## src/rtl/lss_pkg.sv

```systemverilog
// Shared package of the log-spaced sweep generator.
// Holds widths, register indexes, command/status structs and the root-table functions.
// No dependencies.
`default_nettype none

package lss_pkg;

  localparam int EXP_REG_BITS = 23;
  localparam int ACC_BITS = 24;
  localparam int MAG_BITS = 23;
  localparam int POW_STEPS = 20;
  localparam int MANT_BITS = 16;
  localparam int BEXP_BITS = 8;
  localparam int INDEX_BITS = 16;
  localparam int ITER_BITS = 5;
  localparam int PROD_BITS = ACC_BITS + 33;
  localparam int DEF_FRACTION_BITS = 16;
  localparam int DEF_COUNT_BITS = 16;
  localparam int CFG_INDEX_BITS = 2;

  localparam logic [31:0] LOG2_10_Q30 = 32'd3566893132;

  localparam logic [CFG_INDEX_BITS-1:0] REG_START = 2'd0;
  localparam logic [CFG_INDEX_BITS-1:0] REG_END = 2'd1;
  localparam logic [CFG_INDEX_BITS-1:0] REG_COUNT = 2'd2;

  localparam logic [ITER_BITS-1:0] DIV_LAST = ITER_BITS'(MAG_BITS - 1);
  localparam logic [ITER_BITS-1:0] POW_LAST = ITER_BITS'(POW_STEPS - 1);

  typedef struct packed {
    logic                 load_div;
    logic                 div_step;
    logic                 set_sweep;
    logic                 eval;
    logic                 mul;
    logic                 pow_step;
    logic                 finish;
    logic [ITER_BITS-1:0] iter;
  } lss_cmd_t;

  typedef struct packed {
    logic active;
    logic out_busy;
  } lss_stat_t;

  function automatic logic [63:0] isqrt64(logic [63:0] v);
    logic [63:0] res;
    logic [63:0] bt;
    logic [63:0] rem;
    res = '0;
    bt = 64'd1 << 62;
    rem = v;
    for (int i = 0; i < 32; i++) begin
      if (bt > rem) begin
        bt = bt >> 2;
      end
    end
    for (int i = 0; i < 32; i++) begin
      if (bt != 64'd0) begin
        if (rem >= res + bt) begin
          rem = rem - (res + bt);
          res = (res >> 1) + bt;
        end else begin
          res = res >> 1;
        end
        bt = bt >> 2;
      end
    end
    return res;
  endfunction

  // 2^(2^-k) in Q1.31, built by repeated floor square roots.
  function automatic logic [31:0] pow_root(int k);
    logic [63:0] r;
    r = isqrt64(64'd1 << 63);
    for (int i = 1; i < POW_STEPS; i++) begin
      if (i < k) begin
        r = isqrt64(r << 31);
      end
    end
    return r[31:0];
  endfunction

endpackage

`default_nettype wire

```

## src/rtl/log_spaced_sweep_generator.sv

```systemverilog
// A restart beat runs the step divider, loads the sweep, evaluates, multiplies and takes the
// root steps before its result; a next-element beat starts at the evaluation, then runs the
// 20-step serial root multiplier. One beat is in work at a time; a new beat is taken only
// once the last result has entered the output register, which waits while that is stalled.
// Synchronous active-high reset restores config and control defaults and stops any sweep.
// Top level of the log-spaced sweep generator; uses lss_pkg, lss_ctrl and lss_dp.
`default_nettype none

module log_spaced_sweep_generator
  import lss_pkg::*;
#(
  parameter int FRACTION_BITS = DEF_FRACTION_BITS,
  parameter int COUNT_BITS = DEF_COUNT_BITS,
  parameter int CFG_BITS = (COUNT_BITS > EXP_REG_BITS) ? COUNT_BITS : EXP_REG_BITS
) (
  input  wire logic                      clk,
  input  wire logic                      rst,
  input  wire logic                      cfg_valid,
  output logic                           cfg_ready,
  input  wire logic [CFG_INDEX_BITS-1:0] cfg_index,
  input  wire logic [CFG_BITS-1:0]       cfg_data,
  input  wire logic                      s_tvalid,
  output logic                           s_tready,
  input  wire logic [7:0]                s_tdata,  // restart
  output logic                           m_tvalid,
  input  wire logic                      m_tready,
  output logic [39:0]                    m_tdata,  // mantissa, binary_exponent, element_index
  output logic                           m_tlast
);

  lss_cmd_t              cmd;
  lss_stat_t             stat;
  logic [MANT_BITS-1:0]  mantissa;
  logic [BEXP_BITS-1:0]  bexp;
  logic [INDEX_BITS-1:0] index;

  assign cfg_ready = 1'b1;
  assign m_tdata = {index, bexp, mantissa};

  lss_ctrl u_ctrl (
    .clk        (clk),
    .rst        (rst),
    .in_valid   (s_tvalid),
    .in_restart (s_tdata[0]),
    .in_ready   (s_tready),
    .stat       (stat),
    .cmd        (cmd)
  );

  lss_dp #(
    .FRACTION_BITS (FRACTION_BITS),
    .COUNT_BITS    (COUNT_BITS),
    .CFG_BITS      (CFG_BITS)
  ) u_dp (
    .clk          (clk),
    .rst          (rst),
    .cfg_we       (cfg_valid && cfg_ready),
    .cfg_index    (cfg_index),
    .cfg_data     (cfg_data),
    .cmd          (cmd),
    .stat         (stat),
    .out_valid    (m_tvalid),
    .out_ready    (m_tready),
    .out_mantissa (mantissa),
    .out_bexp     (bexp),
    .out_index    (index),
    .out_last     (m_tlast)
  );

endmodule

`default_nettype wire

```

## src/rtl/lss_ctrl.sv

```systemverilog
// Controller of the log-spaced sweep generator.
// Sequences division, evaluation, multiply and root steps; uses lss_pkg.
`default_nettype none

module lss_ctrl
  import lss_pkg::*;
(
  input  wire logic      clk,
  input  wire logic      rst,
  input  wire logic      in_valid,
  input  wire logic      in_restart,
  output logic           in_ready,
  input  wire lss_stat_t stat,
  output lss_cmd_t       cmd
);

  localparam logic [2:0] S_IDLE = 3'd0;
  localparam logic [2:0] S_DIV = 3'd1;
  localparam logic [2:0] S_SET = 3'd2;
  localparam logic [2:0] S_EVAL = 3'd3;
  localparam logic [2:0] S_MUL = 3'd4;
  localparam logic [2:0] S_POW = 3'd5;
  localparam logic [2:0] S_FIN = 3'd6;

  logic [2:0]           state;
  logic [2:0]           state_next;
  logic [ITER_BITS-1:0] iter;
  logic [ITER_BITS-1:0] iter_next;
  logic                 accept;

  assign in_ready = (state == S_IDLE);
  assign accept = in_valid && in_ready;

  always_comb begin
    state_next = state;
    iter_next = iter;
    cmd = '0;
    cmd.iter = iter;
    unique case (state)
      S_IDLE: begin
        iter_next = '0;
        if (accept) begin
          if (in_restart) begin
            cmd.load_div = 1'b1;
            state_next = S_DIV;
          end else if (stat.active) begin
            cmd.eval = 1'b1;
            state_next = S_MUL;
          end
        end
      end
      S_DIV: begin
        cmd.div_step = 1'b1;
        iter_next = iter + 1'b1;
        if (iter == DIV_LAST) begin
          state_next = S_SET;
        end
      end
      S_SET: begin
        cmd.set_sweep = 1'b1;
        state_next = S_EVAL;
      end
      S_EVAL: begin
        cmd.eval = 1'b1;
        state_next = S_MUL;
      end
      S_MUL: begin
        cmd.mul = 1'b1;
        iter_next = '0;
        state_next = S_POW;
      end
      S_POW: begin
        cmd.pow_step = 1'b1;
        iter_next = iter + 1'b1;
        if (iter == POW_LAST) begin
          state_next = S_FIN;
        end
      end
      S_FIN: begin
        if (!stat.out_busy) begin
          cmd.finish = 1'b1;
          state_next = S_IDLE;
        end
      end
      default: begin
        state_next = S_IDLE;
      end
    endcase
  end

  always_ff @(posedge clk) begin
    if (rst) begin
      state <= S_IDLE;
      iter <= '0;
    end else begin
      state <= state_next;
      iter <= iter_next;
    end
  end

endmodule

`default_nettype wire

```

## src/rtl/lss_dp.sv

```systemverilog
// Datapath of the log-spaced sweep generator.
// Registers, step divider, accumulator, 10^y evaluation and output stage; uses lss_pkg.
`default_nettype none

module lss_dp
  import lss_pkg::*;
#(
  parameter int FRACTION_BITS = DEF_FRACTION_BITS,
  parameter int COUNT_BITS = DEF_COUNT_BITS,
  parameter int CFG_BITS = EXP_REG_BITS
) (
  input  wire logic                      clk,
  input  wire logic                      rst,
  input  wire logic                      cfg_we,
  input  wire logic [CFG_INDEX_BITS-1:0] cfg_index,
  input  wire logic [CFG_BITS-1:0]       cfg_data,
  input  wire lss_cmd_t                  cmd,
  output lss_stat_t                      stat,
  output logic                           out_valid,
  input  wire logic                      out_ready,
  output logic [MANT_BITS-1:0]           out_mantissa,
  output logic [BEXP_BITS-1:0]           out_bexp,
  output logic [INDEX_BITS-1:0]          out_index,
  output logic                           out_last
);

  localparam int F = FRACTION_BITS + 30;

  logic [EXP_REG_BITS-1:0]   start_exp;
  logic [EXP_REG_BITS-1:0]   end_exp;
  logic [COUNT_BITS-1:0]     count;
  logic signed [ACC_BITS-1:0] acc;
  logic [ACC_BITS-1:0]       step;
  logic [COUNT_BITS-1:0]     position;
  logic                      active;

  logic [COUNT_BITS:0]       div_rem;
  logic [MAG_BITS-1:0]       div_q;
  logic [COUNT_BITS-1:0]     div_n;
  logic                      div_neg;

  logic signed [ACC_BITS-1:0]  y_q;
  logic                        last_q;
  logic [INDEX_BITS-1:0]       index_q;
  logic signed [PROD_BITS-1:0] prod;
  logic [31:0]                 m;

  logic [31:0] root_tab [POW_STEPS];

  logic [COUNT_BITS-1:0]      cnt_eff;
  logic signed [ACC_BITS-1:0] start_sx;
  logic signed [ACC_BITS-1:0] end_sx;
  logic signed [ACC_BITS-1:0] diff;
  logic [COUNT_BITS:0]        trial;
  logic                       is_last;
  logic [POW_STEPS-1:0]       xfrac;
  logic [63:0]                mr;
  logic [32:0]                rnd;
  logic signed [PROD_BITS-1:0] e_adj;
  logic [ACC_BITS-1:0]        qext;

  for (genvar g = 0; g < POW_STEPS; g++) begin : g_root
    assign root_tab[g] = pow_root(g + 1);
  end

  assign cnt_eff = (count == '0) ? COUNT_BITS'(1) : count;
  assign start_sx = {start_exp[EXP_REG_BITS-1], start_exp};
  assign end_sx = {end_exp[EXP_REG_BITS-1], end_exp};
  assign diff = end_sx - start_sx;
  assign trial = {div_rem[COUNT_BITS-1:0], div_q[MAG_BITS-1]};
  assign is_last = ({1'b0, position} + 1'b1) >= {1'b0, cnt_eff};
  assign xfrac = prod[F-1 -: POW_STEPS];
  assign mr = {32'd0, m} * {32'd0, root_tab[cmd.iter]};
  assign rnd = {1'b0, m} + 33'd32768;
  assign e_adj = (prod >>> F) + $signed(PROD_BITS'(rnd[32]));
  assign qext = ACC_BITS'(div_q);

  assign stat.active = active;
  assign stat.out_busy = out_valid && !out_ready;

  always_ff @(posedge clk) begin
    if (rst) begin
      start_exp <= '0;
      end_exp <= EXP_REG_BITS'(65536);
      count <= COUNT_BITS'(2);
      active <= 1'b0;
      acc <= '0;
      step <= '0;
      position <= '0;
      out_valid <= 1'b0;
    end else begin
      if (cfg_we) begin
        unique case (cfg_index)
          REG_START: start_exp <= cfg_data[EXP_REG_BITS-1:0];
          REG_END:   end_exp <= cfg_data[EXP_REG_BITS-1:0];
          REG_COUNT: count <= cfg_data[COUNT_BITS-1:0];
          default: begin
          end
        endcase
      end
      if (cmd.set_sweep) begin
        if (div_n == '0) begin
          step <= '0;
        end else if (div_neg) begin
          step <= -qext;
        end else begin
          step <= qext;
        end
        acc <= start_sx;
        position <= '0;
        active <= 1'b1;
      end
      if (cmd.eval) begin
        if (is_last) begin
          active <= 1'b0;
        end else begin
          position <= position + 1'b1;
          acc <= acc + $signed(step);
        end
      end
      if (cmd.finish) begin
        out_valid <= 1'b1;
      end else if (out_ready) begin
        out_valid <= 1'b0;
      end
    end
  end

  always_ff @(posedge clk) begin
    if (cmd.load_div) begin
      div_neg <= diff[ACC_BITS-1];
      div_q <= diff[ACC_BITS-1] ? MAG_BITS'(-diff) : MAG_BITS'(diff);
      div_rem <= '0;
      div_n <= cnt_eff - 1'b1;
    end
    if (cmd.div_step) begin
      if (trial >= {1'b0, div_n}) begin
        div_rem <= trial - {1'b0, div_n};
        div_q <= {div_q[MAG_BITS-2:0], 1'b1};
      end else begin
        div_rem <= trial;
        div_q <= {div_q[MAG_BITS-2:0], 1'b0};
      end
    end
    if (cmd.eval) begin
      y_q <= is_last ? end_sx : acc;
      last_q <= is_last;
      index_q <= INDEX_BITS'(position);
    end
    if (cmd.mul) begin
      prod <= y_q * $signed({1'b0, LOG2_10_Q30});
      m <= 32'h8000_0000;
    end
    if (cmd.pow_step && xfrac[POW_STEPS-1-int'(cmd.iter)]) begin
      m <= mr[62:31];
    end
    if (cmd.finish) begin
      out_last <= last_q;
      out_index <= index_q;
      if (e_adj > PROD_BITS'(126)) begin
        out_mantissa <= 16'hFFFF;
        out_bexp <= 8'sd126;
      end else if (e_adj < -PROD_BITS'(127)) begin
        out_mantissa <= 16'h8000;
        out_bexp <= -8'sd127;
      end else begin
        out_mantissa <= rnd[32] ? 16'h8000 : rnd[31:16];
        out_bexp <= e_adj[BEXP_BITS-1:0];
      end
    end
  end

endmodule

`default_nettype wire

```

## config.mk

```make
export PLATFORM = sky130hd
export DESIGN_NAME = log_spaced_sweep_generator
export DESIGN_NICKNAME = d
export VERILOG_FILES = /design/src/rtl/lss_pkg.sv /design/src/rtl/log_spaced_sweep_generator.sv /design/src/rtl/lss_ctrl.sv /design/src/rtl/lss_dp.sv
export SDC_FILE = /design/constraint.sdc
export NUM_CORES = 2
export LEC_CHECK = 0
export BUFFER_PORTS_ARGS = -buffer_cell sky130_fd_sc_hd__buf_2
export CAP_MARGIN = 0
export CORE_ASPECT_RATIO = 0.75
export CORE_MARGIN = 3
export CORE_UTILIZATION = 65
export CTS_CLUSTER_SIZE = 12
export DETAILED_ROUTE_END_ITERATION = 7
export GPL_TIMING_DRIVEN = 0
export PLACE_DENSITY = 0.82
export SETUP_SLACK_MARGIN = 0.4
export SYNTH_ARGS = -nofsm -noshare
export SYNTH_HDL_FRONTEND = slang
export SYNTH_HIERARCHICAL = 1
export SYNTH_SLANG_ARGS = --single-unit
```

## constraint.sdc

```tcl
create_clock -name clk -period 20.7 [get_ports clk]
set_input_delay 1.035 -clock clk [delete_from_list [all_inputs] [get_ports clk]]
set_output_delay 1.035 -clock clk [all_outputs]
set_load 0.1 [all_outputs]
```

==> summary.txt <==
Setup path
  • Worst EP arrival: around 14 ns
  • Slowest-stage cell, CP: o21ai_0
  • Buf+Inv Stages, Crit Path: 6
  • Most frequent CP cell: fa_1
  • Crit path max fanout: 14
  • Crit Path Class: reg2reg
  • Crit-path max cell delay: 0.98 ns
  • CP delay by family, top: adder cells
  • WP data required: approximately 21 ns
  • Critical Path Start Type: flip-flop
  • Crit path capture type: flip-flop

Finish
  • Final instance area: approximately 65000 sq um
  • Share of layout cells above drive strength 1: 0.0347
  • Synth-to-Final Area Change: 5.50%
  • Layout net count: approximately 8400
  • Filler cells: 7118

STA
  • Max Freq: ~0.075 GHz
  • Unrepaired setup endpoints after global routing: no
  • Final period util: 0.644
  • Setup_tns: 0 ns
  • Max-slew headroom: -0.0258
  • Final Hold Fails: 0
  • Layout Skew: about 0.057 ns
  • # setup viols final: 0
  • Final Max Slew Viols: 4
  • Minimum clock period: 13.33 ns
  • Worst slew pin tran: between 1.5 and 2 ns

Detailed routing
  • DRC: 0
  • 1st-pass router iterations: 8
  • Vias post-DR: 48158
  • Final WL: between 150000 and 200000 um
  • Starting DRT DRC Count: roughly 6000
  • Routed Antenna Nets: 0
  • Wire length per cell: ~25 um
  • Vias per cell: a little over 6

Floorplanning
  • Starting Density: 0.662
  • Area of the core: ~90000 sq um
  • # rows: 96
  • Io pins: 82
  • Die Wd: approximately 360 um
  • Die H: 272 um
  • DIE AREA: around 100000 sq um

Place
  • Port-buffer cells: between 70 and 80
  • Placed cell area: about 63000 sq um
  • DP HPWL: 163000 um
  • GPL Wtd Cong: between 1 and 1.5

Clock network
  • CTS Buf Count: 39
  • H-tree levels: 2
  • Clock transition at path regs: roughly 0.06 ns
  • Root buf cell: clkbuf_16
  • Clk Latency, worst-skew pair: 0.63 ns
  • Setup bufs post-CTS: 0
  • Clock sink count: around 340
  • CTS max path bufs: 3
  • CTS tree: done
  • Post-CTS sizing: 0
  • Cts hold-fix bufs: 0

Logic synthesis
  • Top area cells in the synthesized netlist: fa_1 36%, ha_1 14%, edfxtp_1 9.9%, inv_1 7.8%, and2_1 5.6%
  • Largest area contributor in the netlist: fa_1
  • Top_reg_cell synth: edfxtp_1
  • Top-count cell post-synth: inv_1
  • Most frequent cells after synthesis: 1278 x inv_1, 1109 x fa_1, 677 x ha_1
  • Synth unique cells: a little over 90
  • Register bit total from synthesis: about 340
  • Register area share after synthesis: 0.143
  • Synth warn: 6
  • Syn avg cell area: 9.55 sq um
  • Syn nets: ~8200
  • Cell Area, Synth: a little over 60000 sq um
  • Top cell type's share of synthesized area: 0.362
  • Share of async-settable or async-resettable flops after synthesis: 0
  • Post-Synthesis Cells: about 6400
  • EDFF count, synth: ~200

GRT
  • Vias in the first global route: around 50000
  • GRT Overall Usage: 0.403
  • Total gr overflow: 0
  • Initial antenna violation count: 19
  • First-pass GRT wire length: roughly 300000 um
  • Largest net degree at the start of global routing: 40

Power and ir drop
  • Power Total: roughly 9.5 mW
  • Pwr dens: 147 nW/um^2
  • Pleak: around 31 nW
  • Max VDD drop: approximately 0.53 mV

Status
  • Failing checks: max-capacitance violations, max-slew violations
  • Status: finished with violations

Run
  • # Max-Cap Violations: 1

Hold path
  • Min-delay worst type: reg2reg
## layout make-up
cell class,count,area [sq um],share of cell area
well taps,1225,1530,0.0237
plain buffers,298,1140,0.0176
multi-input cells,4498,46600,0.721
clock inverters,16,204,0.00316
inverters,1280,4800,0.0744
clock buffers,56,1050,0.0162
repair buffers,84,504,0.00780
diodes,8,20.0,0.000310
flip-flops and latches,337,8760,0.136
## final timing paths
check | startpoint | end | slack, ns | depth (start not counted)
setup reg to reg | u_ctrl/iter[1] | u_dp/m[25] | 7.37 | 32
hold / removal | u_dp/index_q[9] | u_dp/out_index[9] | 0.42 | 0
setup / recovery | u_ctrl/iter[1] | u_dp/m[25] | 7.37 | 32
hold reg to reg | u_dp/index_q[9] | u_dp/out_index[9] | 0.42 | 0
## sequential cells by signal, indices dropped and copies added (netlist names), 3 cells and up
signal,flops
u_dp/div_n,16
u_dp/index_q,16
u_dp/prod,31
u_dp/div_q,23
u_dp/position,16
u_dp/div_rem,16
u_dp/end_exp,23
u_dp/y_q,24
u_ctrl/iter,5
u_dp/step,24
u_dp/out_bexp,8
u_dp/out_index,16
u_dp/acc,24
u_dp/m,32
u_dp/start_exp,23
u_dp/out_mantissa,16
u_dp/count,16
u_ctrl/state,3
## where the power goes
group	internal, mW	switching (mW)	total (mW)
combinational	3.11	4.90	8.01
clock	0.387	0.319	0.706
sequential	0.743	0.0279	0.770
## cells in the final DEF, fill, tap and decap left out, drive strengths merged, types with 9 or more instances in the layout
cell	instances
a211oi	51
a21o	85
a21oi	233
a22oi	26
a31oi	21
a41oi	9
and2	551
and3	34
buf	105
clkbuf	333
dfxtp	136
edfxtp	201
fa	1109
ha	677
inv	1285
mux2	40
mux2i	42
nand2	629
nand2b	34
nand3	68
nand3b	10
nand4	35
nor2	193
nor2b	72
nor3	49
nor3b	12
nor4	23
o21a	19
o21ai	129
o21bai	12
o31ai	9
or2	11
xnor2	120
xor2	74
## through the flow
stage | setup slack [ns] | std cells | util | hold slack [ns]
finish | 7.37 | 7802 | 0.699 | 0.421
CTS | 7.96 | 7793 | 0.698 | 0.423
floorplan | 11.69 | 6413 | - | 0.400
global placement | 7.96 | 7711 | 0.683 | 0.404
detailed placement | 7.95 | 7721 | 0.685 | 0.410
global route | 7.35 | 7794 | 0.698 | 0.439
## cell families (layout without fill, tap and decap cells)
family	Yosys count	after routing	share of synthesized area
simple gates	1754	1754	0.145
other cells	1	9	0.0000612
xor+xnor	194	194	0.0277
mux	87	87	0.0161
buf+inv	1578	1734	0.0970
fa+ha+maj	1786	1786	0.501
compound gates	676	676	0.0699
flops	337	337	0.143
## per-layer routing
metal / up-vias / global-route usage / routed length [um]
li1: 20299 / - / -
met1: 23911 / 0.567 / 76200
met2: 3358 / 0.556 / 77300
met5: - / 0.00833 / 159
met4: 8 / 0.156 / 9510
met3: 582 / 0.166 / 32200
Power figures use the tool's default switching activity.
